<file path="config.mk">
export PLATFORM = sky130hd
export DESIGN_NAME = integer_range_set_table_flat
export DESIGN_NICKNAME = d
export VERILOG_FILES = /design/src/irst_pkg.sv /design/src/irst_chan_if.sv /design/src/integer_range_set_table.sv /design/src/irst_cell.sv /design/src/flat_wrapper.sv
export VERILOG_INCLUDE_DIRS = /design/src /design/src/src
export SDC_FILE = /design/constraint.sdc
export NUM_CORES = 1
export LEC_CHECK = 0
export BUFFER_PORTS_ARGS = -buffer_cell sky130_fd_sc_hd__buf_2
export CORE_MARGIN = 3
export CORE_UTILIZATION = 60
export DETAILED_ROUTE_END_ITERATION = 16
export GPL_TIMING_DRIVEN = 0
export PLACE_DENSITY = 0.83
export SETUP_SLACK_MARGIN = 0.3
export SLEW_MARGIN = 20
export SYNTH_ARGS = -nofsm -noshare
export SYNTH_HDL_FRONTEND = slang
export SYNTH_SLANG_ARGS = --single-unit
export TNS_END_PERCENT = 20
</file>
<file path="constraint.sdc">
create_clock -name clk -period 8.3 [get_ports clk]
set_clock_uncertainty 0.1 [all_clocks]
set_input_delay 1.66 -clock clk [delete_from_list [all_inputs] [get_ports clk]]
set_output_delay 1.66 -clock clk [all_outputs]
set_load 0.005 [all_outputs]
</file>
<file path="src/integer_range_set_table_assert.svh">
// Assertion macros shared by the integer range set table sources.
// Each macro expands to a concurrent assertion clocked by clk and
// disabled while rst_n is low, or to nothing when SYNTH is defined.
`ifndef INTEGER_RANGE_SET_TABLE_ASSERT_SVH
`define INTEGER_RANGE_SET_TABLE_ASSERT_SVH

`ifndef SYNTH
// Same-cycle implication: cons must hold whenever ante holds.
`define IRST_ASSERT_IMP(lbl, ante, cons) \
    lbl: assert property (@(posedge clk) disable iff (!rst_n) (ante) |-> (cons)) \
        else $error("integer_range_set_table: implication check failed");
// Next-cycle implication: cons must hold in the cycle after ante.
`define IRST_ASSERT_NEXT(lbl, ante, cons) \
    lbl: assert property (@(posedge clk) disable iff (!rst_n) (ante) |=> (cons)) \
        else $error("integer_range_set_table: next-cycle check failed");
`else
`define IRST_ASSERT_IMP(lbl, ante, cons)
`define IRST_ASSERT_NEXT(lbl, ante, cons)
`endif

`endif

</file>
<file path="src/irst_pkg.sv">
package irst_pkg;

    localparam int FIELD_W = 16;
    localparam int INDEX_FIELD_W = 4;
    localparam int COUNT_W = 5;
    localparam int TOTAL_W = 17;

    typedef enum logic [1:0] {
        OP_INSERT = 2'd0,
        OP_QUERY  = 2'd1,
        OP_READ   = 2'd2
    } op_t;

    typedef enum logic [1:0] {
        ST_OK    = 2'd0,
        ST_ORDER = 2'd1,
        ST_FULL  = 2'd2,
        ST_INDEX = 2'd3
    } status_t;

    typedef struct packed {
        logic [1:0]               operation;
        logic [FIELD_W-1:0]       insert_begin;
        logic [FIELD_W-1:0]       insert_end;
        logic [FIELD_W-1:0]       query_value;
        logic [INDEX_FIELD_W-1:0] entry_index;
    } cmd_t;

    typedef struct packed {
        logic               hit;
        logic [FIELD_W-1:0] entry_begin;
        logic [FIELD_W-1:0] entry_end;
        logic [COUNT_W-1:0] range_count;
        logic [TOTAL_W-1:0] total_size;
        logic [1:0]         status;
    } rsp_t;

    // Movement of the cell chain for one cycle.
    typedef struct packed {
        logic pop;
        logic push;
    } cell_ctrl_t;

endpackage

</file>
<file path="src/irst_chan_if.sv">
interface irst_chan_if #(
    parameter type payload_t = logic
);
    logic     valid;
    logic     ready;
    payload_t payload;

    modport source (output valid, output payload, input ready);
    modport sink (input valid, input payload, output ready);
endinterface

</file>
<file path="src/integer_range_set_table.sv">
// Integer range set table. The block keeps a set of integers as up to
// MAX_RUNS disjoint inclusive runs in ascending order, held in a row of
// cells that behaves as a queue: the head cell is examined by one compare
// unit each cycle, and runs leave at the head and re-enter at the tail.
// An insert streams the stored runs past the head once, passing runs below
// the new run straight through, absorbing runs that overlap or touch it,
// and writing the merged run back in order. A query or a read rotates the
// queue once. One transfer on cmd yields exactly one transfer on res, which
// waits in an output register so that the next command can be taken before
// the result is collected. When the table already holds MAX_RUNS runs,
// an insert first walks the table once more to check for room, and an
// insert that finds no room answers without a rebuild. An insert with
// begin above end, an out-of-range read, an unused operation and a query
// on an empty table answer without touching the queue. The time that a
// command takes is set by the single head-of-chain compare, which sees
// one stored run per cycle, except that a rebuild holds the head while it
// writes the new or merged run out ahead of a higher stored run. The
// block is ready for a new command in the cycle after the result is
// loaded into the output register. Values are taken modulo 2^VALUE_BITS;
// range_count and total_size are truncated to their field widths.
`include "integer_range_set_table_assert.svh"

module integer_range_set_table #(
    parameter int MAX_RUNS = 16,
    parameter int VALUE_BITS = 16
) (
    input logic            clk,
    input logic            rst_n,
    irst_chan_if.sink      cmd,
    irst_chan_if.source    res
);

    import irst_pkg::*;

    localparam int CNT_W = $clog2(MAX_RUNS + 1);
    localparam int IDX_W = $clog2(MAX_RUNS);
    localparam int SUM_W = VALUE_BITS + 1;
    localparam int CMP_W = CNT_W + INDEX_FIELD_W;
    localparam logic [CNT_W-1:0] FULL_COUNT = CNT_W'(MAX_RUNS);

    // S_WALK rotates the queue once for a query, a read or the room check
    // of an insert into a full table. S_BUILD rebuilds the table for an
    // insert. S_DONE waits until the output register is free.
    typedef enum logic [1:0] {
        S_IDLE,
        S_WALK,
        S_BUILD,
        S_DONE
    } fsm_state_t;

    // Where the insert stands relative to the stored runs seen so far.
    typedef enum logic [1:0] {
        PH_BELOW,
        PH_MERGE,
        PH_ABOVE
    } phase_t;

    fsm_state_t state_reg, state_next;
    phase_t     phase_reg, phase_next;

    logic [1:0]               op_reg, op_next;
    logic [VALUE_BITS-1:0]    beg_reg, beg_next;
    logic [VALUE_BITS-1:0]    end_reg, end_next;
    logic [VALUE_BITS-1:0]    qry_reg, qry_next;
    logic [INDEX_FIELD_W-1:0] idx_reg, idx_next;
    logic [VALUE_BITS-1:0]    mb_reg, mb_next;
    logic [VALUE_BITS-1:0]    me_reg, me_next;
    logic [CNT_W-1:0]         step_reg, step_next;
    logic [CNT_W-1:0]         len_reg, len_next;
    logic [CNT_W-1:0]         count_reg, count_next;
    logic [SUM_W-1:0]         total_reg, total_next;
    logic [SUM_W-1:0]         acc_reg, acc_next;
    logic                     merge_seen_reg, merge_seen_next;
    logic                     hit_reg, hit_next;
    logic [FIELD_W-1:0]       eb_reg, eb_next;
    logic [FIELD_W-1:0]       ee_reg, ee_next;
    status_t                  st_reg, st_next;
    logic                     res_valid_reg, res_valid_next;
    rsp_t                     res_reg, res_next;

    // Cell chain.
    logic [VALUE_BITS-1:0] cell_first [MAX_RUNS];
    logic [VALUE_BITS-1:0] cell_last  [MAX_RUNS];
    logic [VALUE_BITS-1:0] head_first;
    logic [VALUE_BITS-1:0] head_last;
    logic [VALUE_BITS-1:0] push_first;
    logic [VALUE_BITS-1:0] push_last;
    logic [IDX_W-1:0]      wpos;
    cell_ctrl_t            ctrl;

    // Decoded input fields and head comparisons.
    logic [VALUE_BITS-1:0] in_beg;
    logic [VALUE_BITS-1:0] in_end;
    logic                  head_below;
    logic                  head_touch;
    logic                  head_hit;
    logic                  last_step;
    logic                  commit;
    logic [SUM_W-1:0]      push_size;

    genvar k;
    generate
        for (k = 0; k < MAX_RUNS; k++)
        begin : g_cell
            if (k < MAX_RUNS - 1)
            begin : g_mid
                irst_cell #(
                    .VALUE_BITS (VALUE_BITS),
                    .IDX_W      (IDX_W),
                    .CELL_INDEX (k)
                ) u_cell (
                    .clk        (clk),
                    .ctrl       (ctrl),
                    .wpos       (wpos),
                    .push_first (push_first),
                    .push_last  (push_last),
                    .next_first (cell_first[k+1]),
                    .next_last  (cell_last[k+1]),
                    .run_first  (cell_first[k]),
                    .run_last   (cell_last[k])
                );
            end
            else
            begin : g_tail
                // The tail cell has no neighbor; on a pop it keeps its run,
                // which becomes a stale entry beyond the queue length.
                irst_cell #(
                    .VALUE_BITS (VALUE_BITS),
                    .IDX_W      (IDX_W),
                    .CELL_INDEX (k)
                ) u_cell (
                    .clk        (clk),
                    .ctrl       (ctrl),
                    .wpos       (wpos),
                    .push_first (push_first),
                    .push_last  (push_last),
                    .next_first (cell_first[k]),
                    .next_last  (cell_last[k]),
                    .run_first  (cell_first[k]),
                    .run_last   (cell_last[k])
                );
            end
        end
    endgenerate

    assign head_first = cell_first[0];
    assign head_last  = cell_last[0];

    // A pushed run lands just behind the last queued run, after the shift
    // when the head leaves in the same cycle.
    assign wpos = ctrl.pop ? IDX_W'(len_reg - 1'b1) : IDX_W'(len_reg);

    assign in_beg = VALUE_BITS'(cmd.payload.insert_begin);
    assign in_end = VALUE_BITS'(cmd.payload.insert_end);

    // The head run lies wholly below the new run and does not touch it.
    assign head_below = (SUM_W'(head_last) + SUM_W'(1)) < SUM_W'(beg_reg);
    // The head run starts no later than one past the new run's end.
    assign head_touch = SUM_W'(head_first) <= (SUM_W'(end_reg) + SUM_W'(1));
    assign head_hit   = (qry_reg >= head_first) && (qry_reg <= head_last);
    assign last_step  = (step_reg == (count_reg - 1'b1));

    assign push_size = SUM_W'(push_last) - SUM_W'(push_first) + SUM_W'(1);

    assign cmd.ready = (state_reg == S_IDLE);
    assign res.valid = res_valid_reg;
    assign res.payload = res_reg;

    always_comb
    begin
        state_next      = state_reg;
        phase_next      = phase_reg;
        op_next         = op_reg;
        beg_next        = beg_reg;
        end_next        = end_reg;
        qry_next        = qry_reg;
        idx_next        = idx_reg;
        mb_next         = mb_reg;
        me_next         = me_reg;
        step_next       = step_reg;
        count_next      = count_reg;
        total_next      = total_reg;
        acc_next        = acc_reg;
        merge_seen_next = merge_seen_reg;
        hit_next        = hit_reg;
        eb_next         = eb_reg;
        ee_next         = ee_reg;
        st_next         = st_reg;
        res_valid_next  = res_valid_reg;
        res_next        = res_reg;
        ctrl            = '0;
        push_first      = head_first;
        push_last       = head_last;
        commit          = 1'b0;

        if (res_valid_reg && res.ready)
        begin
            res_valid_next = 1'b0;
        end

        case (state_reg)
            S_IDLE:
            begin
                if (cmd.valid)
                begin
                    op_next         = cmd.payload.operation;
                    beg_next        = in_beg;
                    end_next        = in_end;
                    qry_next        = VALUE_BITS'(cmd.payload.query_value);
                    idx_next        = cmd.payload.entry_index;
                    mb_next         = in_beg;
                    me_next         = in_end;
                    step_next       = '0;
                    acc_next        = '0;
                    merge_seen_next = 1'b0;
                    phase_next      = PH_BELOW;
                    hit_next        = 1'b0;
                    eb_next         = '0;
                    ee_next         = '0;
                    st_next         = ST_OK;
                    state_next      = S_DONE;
                    case (cmd.payload.operation)
                        OP_INSERT:
                        begin
                            if (in_beg > in_end)
                            begin
                                st_next = ST_ORDER;
                            end
                            else if (count_reg == FULL_COUNT)
                            begin
                                // A full table has room only if something merges.
                                state_next = S_WALK;
                            end
                            else
                            begin
                                state_next = S_BUILD;
                            end
                        end
                        OP_QUERY:
                        begin
                            if (count_reg != '0)
                            begin
                                state_next = S_WALK;
                            end
                        end
                        OP_READ:
                        begin
                            if (CMP_W'(cmd.payload.entry_index) >= CMP_W'(count_reg))
                            begin
                                st_next = ST_INDEX;
                            end
                            else
                            begin
                                state_next = S_WALK;
                            end
                        end
                        default:
                        begin
                            st_next = ST_OK;
                        end
                    endcase
                end
            end

            S_WALK:
            begin
                // Rotate the head run to the tail; after count steps the
                // queue is back in its original order.
                ctrl.pop  = 1'b1;
                ctrl.push = 1'b1;
                step_next = step_reg + 1'b1;
                case (op_reg)
                    OP_QUERY:
                    begin
                        if (head_hit)
                        begin
                            hit_next = 1'b1;
                        end
                    end
                    OP_READ:
                    begin
                        if (CMP_W'(idx_reg) == CMP_W'(step_reg))
                        begin
                            eb_next = FIELD_W'(head_first);
                            ee_next = FIELD_W'(head_last);
                        end
                    end
                    OP_INSERT:
                    begin
                        if (!head_below && head_touch)
                        begin
                            merge_seen_next = 1'b1;
                        end
                    end
                    default:
                    begin
                        hit_next = 1'b0;
                    end
                endcase
                if (last_step)
                begin
                    state_next = S_DONE;
                    if (op_reg == OP_INSERT)
                    begin
                        if (merge_seen_reg || (!head_below && head_touch))
                        begin
                            state_next = S_BUILD;
                            step_next  = '0;
                        end
                        else
                        begin
                            st_next = ST_FULL;
                        end
                    end
                end
            end

            S_BUILD:
            begin
                if (step_reg == count_reg)
                begin
                    // Every stored run has been seen; emit the merged run
                    // unless it already went out ahead of a higher run.
                    if (phase_reg != PH_ABOVE)
                    begin
                        ctrl.push  = 1'b1;
                        push_first = mb_reg;
                        push_last  = me_reg;
                    end
                    commit     = 1'b1;
                    state_next = S_DONE;
                end
                else
                begin
                    case (phase_reg)
                        PH_BELOW:
                        begin
                            if (head_below)
                            begin
                                ctrl.pop  = 1'b1;
                                ctrl.push = 1'b1;
                                step_next = step_reg + 1'b1;
                            end
                            else if (head_touch)
                            begin
                                // First run that merges: absorb it.
                                ctrl.pop   = 1'b1;
                                step_next  = step_reg + 1'b1;
                                mb_next    = (head_first < beg_reg) ? head_first : beg_reg;
                                me_next    = (head_last > end_reg) ? head_last : end_reg;
                                phase_next = PH_MERGE;
                            end
                            else
                            begin
                                // The new run fits in a gap: emit it and
                                // keep the head for the next cycle.
                                ctrl.push  = 1'b1;
                                push_first = beg_reg;
                                push_last  = end_reg;
                                phase_next = PH_ABOVE;
                            end
                        end
                        PH_MERGE:
                        begin
                            if (head_touch)
                            begin
                                ctrl.pop  = 1'b1;
                                step_next = step_reg + 1'b1;
                                if (head_last > me_reg)
                                begin
                                    me_next = head_last;
                                end
                            end
                            else
                            begin
                                ctrl.push  = 1'b1;
                                push_first = mb_reg;
                                push_last  = me_reg;
                                phase_next = PH_ABOVE;
                            end
                        end
                        PH_ABOVE:
                        begin
                            ctrl.pop  = 1'b1;
                            ctrl.push = 1'b1;
                            step_next = step_reg + 1'b1;
                        end
                        default:
                        begin
                            phase_next = PH_ABOVE;
                        end
                    endcase
                end
            end

            S_DONE:
            begin
                if (!res_valid_reg || res.ready)
                begin
                    res_valid_next       = 1'b1;
                    res_next.hit         = hit_reg;
                    res_next.entry_begin = eb_reg;
                    res_next.entry_end   = ee_reg;
                    res_next.range_count = COUNT_W'(count_reg);
                    res_next.total_size  = TOTAL_W'(total_reg);
                    res_next.status      = st_reg;
                    state_next           = S_IDLE;
                end
            end

            default:
            begin
                state_next = S_IDLE;
            end
        endcase

        // The covered total of the new table grows with each run written
        // during a rebuild.
        if ((state_reg == S_BUILD) && ctrl.push)
        begin
            acc_next = acc_reg + push_size;
        end

        len_next = len_reg + CNT_W'(ctrl.push) - CNT_W'(ctrl.pop);

        if (commit)
        begin
            count_next = len_next;
            total_next = acc_next;
        end
    end

    always_ff @(posedge clk or negedge rst_n)
    begin
        if (!rst_n)
        begin
            state_reg     <= S_IDLE;
            phase_reg     <= PH_BELOW;
            step_reg      <= '0;
            len_reg       <= '0;
            count_reg     <= '0;
            total_reg     <= '0;
            res_valid_reg <= 1'b0;
            res_reg       <= '0;
        end
        else
        begin
            state_reg     <= state_next;
            phase_reg     <= phase_next;
            step_reg      <= step_next;
            len_reg       <= len_next;
            count_reg     <= count_next;
            total_reg     <= total_next;
            res_valid_reg <= res_valid_next;
            res_reg       <= res_next;
        end
    end

    always_ff @(posedge clk)
    begin
        op_reg         <= op_next;
        beg_reg        <= beg_next;
        end_reg        <= end_next;
        qry_reg        <= qry_next;
        idx_reg        <= idx_next;
        mb_reg         <= mb_next;
        me_reg         <= me_next;
        acc_reg        <= acc_next;
        merge_seen_reg <= merge_seen_next;
        hit_reg        <= hit_next;
        eb_reg         <= eb_next;
        ee_reg         <= ee_next;
        st_reg         <= st_next;
    end

    // Between commands the queue holds exactly the stored runs.
    `IRST_ASSERT_IMP(a_idle_len, state_reg == S_IDLE, len_reg == count_reg)
    // The head never leaves an empty queue.
    `IRST_ASSERT_IMP(a_pop_nonempty, ctrl.pop, len_reg != '0)
    // A push without a pop always finds a free cell.
    `IRST_ASSERT_IMP(a_push_room, ctrl.push && !ctrl.pop, len_reg < FULL_COUNT)
    // A table-full result is only given for a table that is full.
    `IRST_ASSERT_IMP(a_full_count, state_reg == S_DONE && st_reg == ST_FULL, count_reg == FULL_COUNT)
    // A command transfer always starts work.
    `IRST_ASSERT_NEXT(a_cmd_leaves_idle, cmd.valid && cmd.ready, state_reg != S_IDLE)

endmodule

</file>
<file path="src/irst_cell.sv">
module irst_cell #(
    parameter int VALUE_BITS = 16,
    parameter int IDX_W = 4,
    parameter int CELL_INDEX = 0
) (
    input  logic                       clk,
    input  irst_pkg::cell_ctrl_t       ctrl,
    input  logic [IDX_W-1:0]           wpos,
    input  logic [VALUE_BITS-1:0]      push_first,
    input  logic [VALUE_BITS-1:0]      push_last,
    input  logic [VALUE_BITS-1:0]      next_first,
    input  logic [VALUE_BITS-1:0]      next_last,
    output logic [VALUE_BITS-1:0]      run_first,
    output logic [VALUE_BITS-1:0]      run_last
);

    localparam logic [IDX_W-1:0] MY_POS = IDX_W'(CELL_INDEX);

    logic [VALUE_BITS-1:0] first_reg;
    logic [VALUE_BITS-1:0] last_reg;

    // The cell takes the pushed run at the tail position, moves its
    // neighbor's run one place toward the head on a pop, or else keeps its run.
    always_ff @(posedge clk)
    begin
        if (ctrl.push && (wpos == MY_POS))
        begin
            first_reg <= push_first;
            last_reg  <= push_last;
        end
        else if (ctrl.pop)
        begin
            first_reg <= next_first;
            last_reg  <= next_last;
        end
    end

    assign run_first = first_reg;
    assign run_last  = last_reg;

endmodule

</file>
<file path="src/flat_wrapper.sv">
// flat-port wrapper written by rule: the top's interface ports become plain ports
module integer_range_set_table_flat import irst_pkg::*;
#(
    parameter int MAX_RUNS = 16,
    parameter int VALUE_BITS = 16
)
  (clk, rst_n, cmd_valid, cmd_payload, cmd_ready, res_valid, res_payload, res_ready);
  irst_chan_if #(.payload_t(cmd_t)) cmd_i ();
  irst_chan_if #(.payload_t(rsp_t)) res_i ();
  input logic clk;
  input logic rst_n;
  input wire logic [$bits(cmd_i.valid)-1:0] cmd_valid;
  input wire logic [$bits(cmd_i.payload)-1:0] cmd_payload;
  output wire logic [$bits(cmd_i.ready)-1:0] cmd_ready;
  output wire logic [$bits(res_i.valid)-1:0] res_valid;
  output wire logic [$bits(res_i.payload)-1:0] res_payload;
  input wire logic [$bits(res_i.ready)-1:0] res_ready;
  assign cmd_i.valid = cmd_valid;
  assign cmd_i.payload = cmd_payload;
  assign cmd_ready = cmd_i.ready;
  assign res_valid = res_i.valid;
  assign res_payload = res_i.payload;
  assign res_i.ready = res_ready;
  integer_range_set_table #(.MAX_RUNS(MAX_RUNS), .VALUE_BITS(VALUE_BITS)) u_core (.clk(clk), .rst_n(rst_n), .cmd(cmd_i), .res(res_i));
endmodule
</file>
==> flow_metrics.py <==
metrics = {
    "outcome": {
        "outcome": "finished, final reports clean",
    },
    "layout": {
        "layout_commonest_cell": "edfxtp_1",
        "multi_input_area_um2": 14180,
        "layout.nets": 3130,
        "final_cell_mix": "edfxtp_1 (634), mux2_2 (404), inv_1 (194), ha_1 (174), buf_2 (155)",
        "drive_above_1_share": 0.3097,
        "fill_cells": 3996,
        "seqCellArea_um2": 21730,
        "syn2layout_area_growth_pct": 13.04,
        "final_cells": 3725,
        "design_area_um2": 42020,
    },
    "floorplanning": {
        "die_x_um": 254.9,
        "io_pins": 117,
        "start_util": 0.6112,
        "die_y_um": 254.9,
        "die-area_um2": 64970,
        "rows": 90,
        "core_um2": 60810,
    },
    "setup_path": {
        "cpMaxStageDelayCell": "fa_1",
        "crit_fanout": 10,
        "slowest_delay_ns": 0.53,
        "startpoint": "u_core.end_reg[2]",
        "critPathLaunchType": "flip-flop",
        "cp_common_cell": "nand3_1",
        "crit_type": "flip-flop to flip-flop",
        "worstSetupEndpointType": "flip-flop",
        "worst_ep_arrival_time_ns": 8.19,
        "r2r-start": "u_core.end_reg[2]",
        "worstPathRequired_ns": 8.73,
    },
    "drt": {
        "wl_per_cell_um": 23.81,
        "drt_pass1_iterations": 6,
        "ant_nets": 0,
        "remaining_drc_errors": 0,
        "drt_wl_total_um": 88700,
        "vias": 22580,
        "drtIter0Drc": 1560,
        "via_per_inst": 6.062,
    },
    "synthesis": {
        "ys.flop_type": "edfxtp_1",
        "syn_area_um2": 37170,
        "synthArstFlopShare": 0.1262,
        "synth_seq_area_share": 0.5847,
        "syn_inst": 2650,
        "synth_edf_count": 634,
        "avgSynthCellArea_um2": 14.03,
        "ys_warn_count": 0,
        "syn-num-nets": 2899,
        "synth-seq-cells": 745,
        "synth.distinct_cells": 82,
    },
    "grt": {
        "grt_overflow": 0,
        "track_usage": 0.2749,
        "grt_pass1_vias": 23320,
        "grt_max_degree": 53,
        "grt_pass1_wl_um": 134400,
        "antenna_found_initial": 0,
    },
    "placed_design": {
        "placedCellCount": 3554,
        "placed_area_um2": 38950,
        "routabilityCongestion": 0.9558,
        "io_buffers": 116,
        "dp_hpwl_um": 65860,
    },
    "sta": {
        "slew_headroom": 0.2352,
        "fmax_ghz": 0.1288,
        "maxSlewViolCount": 0,
        "fin_crit_sh": 0.9358,
        "setup_viol_count_final": 0,
        "period_minus_slack_ns": 7.767,
        "rsz0062_at_grt": "false",
        "worst_pin_slew_ns": 1.118,
        "hold_violations": 0,
    },
    "clock_network": {
        "clk_latency_ns": 0.65,
        "cts.sinks": 745,
        "root_buffer": "clkbuf_16",
        "cts_buffer_depth": 3,
        "cts_tree": "built",
        "cts_max_level": 3,
        "cts_buffers": 76,
        "clkTransAtPathRegs_ns": 0.06,
    },
    "min_path": {
        "worstHoldStart": "u_core.eb_reg[14]",
        "hold_class": "flip-flop to flip-flop",
    },
    "run": {
        "max_cap_violations": 0,
    },
}
-- worst max-delay path, delay by kind of cell, from the launching register on --
| kind | cells | cell delay [ns] |
|---|---|---|
| and+or+nand+nor | 11 | 2.17 |
| AOI/OAI and AO/OA | 8 | 1.96 |
| adders and majority gates | 3 | 1.21 |
| buffers and inverters | 6 | 1.08 |
| muxes | 2 | 0.64 |
| DFF | 1 | 0.33 |
| xor gates and xnor gates | 1 | 0.16 |
-- final timing paths --
kind	slack [ns]	cells past startpoint	to
setup / recovery	0.53	31	u_core.total_reg[16]
hold / removal	0.38	1	u_core.res.payload[54]
setup reg to reg	0.53	31	u_core.total_reg[16]
hold reg to reg	0.38	1	u_core.res.payload[54]
max in group asynchronous	6.54	2	u_core.total_reg[11]
min in group asynchronous	0.91	1	u_core.step_reg[0]
-- synthesized netlist by cell type, drive strengths merged, types with 21 or more instances --
cell | count | share of area
edfxtp | 634 | 0.51
mux2 | 554 | 0.17
inv | 197 | 0.020
ha | 174 | 0.059
nand2 | 129 | 0.013
buf | 97 | 0.017
dfrtp | 94 | 0.063
nor2 | 78 | 0.0081
a21oi | 77 | 0.010
o21ai | 69 | 0.0093
nand3 | 64 | 0.0086
xnor2 | 41 | 0.0097
and2 | 40 | 0.0067
clkbuf | 40 | 0.0040
a22oi | 35 | 0.0072
a21o | 29 | 0.0059
a31oi | 27 | 0.0045
nor3 | 22 | 0.0034
nand4 | 21 | 0.0035
-- final cells by class --
| class | instances | area share |
|---|---|---|
| flip-flops and latches | 745 | 0.5172 |
| clock inverters | 52 | 0.01298 |
| multi-input cells | 1571 | 0.3376 |
| diodes | 1 | 0.00005956 |
| clock buffers | 87 | 0.04681 |
| repair buffers | 153 | 0.02356 |
| well taps | 782 | 0.02329 |
| plain buffers | 137 | 0.02085 |
| inverters | 197 | 0.01766 |
-- stage by stage --
| stage | hold WS (ns) | TNS, ns | utilization | setup WS, ns |
|---|---|---|---|---|
| after CTS | 0.3794 | 0 | 0.6859 | 0.3180 |
| final | 0.3761 | 0 | 0.6909 | 0.5330 |
| after global routing | 0.3906 | 0 | 0.6909 | 0.2976 |
| after floorplan | 0.3554 | 0 | - | 1.492 |
| after global placement | 0.3583 | -10.25 | 0.6369 | -1.393 |
| after detailed placement | 0.3643 | -7.969 | 0.6405 | -1.479 |
-- kinds of logic after synthesis --
group / Yosys count / share of synthesized area
fa+ha+maj: 191 / 0.06773
mux: 570 / 0.1780
compound gates: 330 / 0.05807
simple gates: 423 / 0.05656
flops: 745 / 0.5847
xor+xnor: 57 / 0.01363
buf+inv: 334 / 0.04131
-- timing repair --
item / CTS / global route
hold buffers: 0 / 0
setup buffers: 11 / 20
setup endpoints to repair: 22 / 7
resized for setup: 45 / 52
pin swaps: 6 / 16
-- per-layer routing --
metal / up-vias / wire, um / global-route usage
met2: 750 / 43520 / 0.4750
met4: 0 / 4047 / 0.1132
met3: 213 / 5006 / 0.04187
met1: 11320 / 36120 / 0.3495
met5: - / 0 / 0
li1: 10300 / - / -
Power is left out: the tool's default activity adds up to more than one toggle a clock period on the data nets, which glitch-free logic cannot reach.
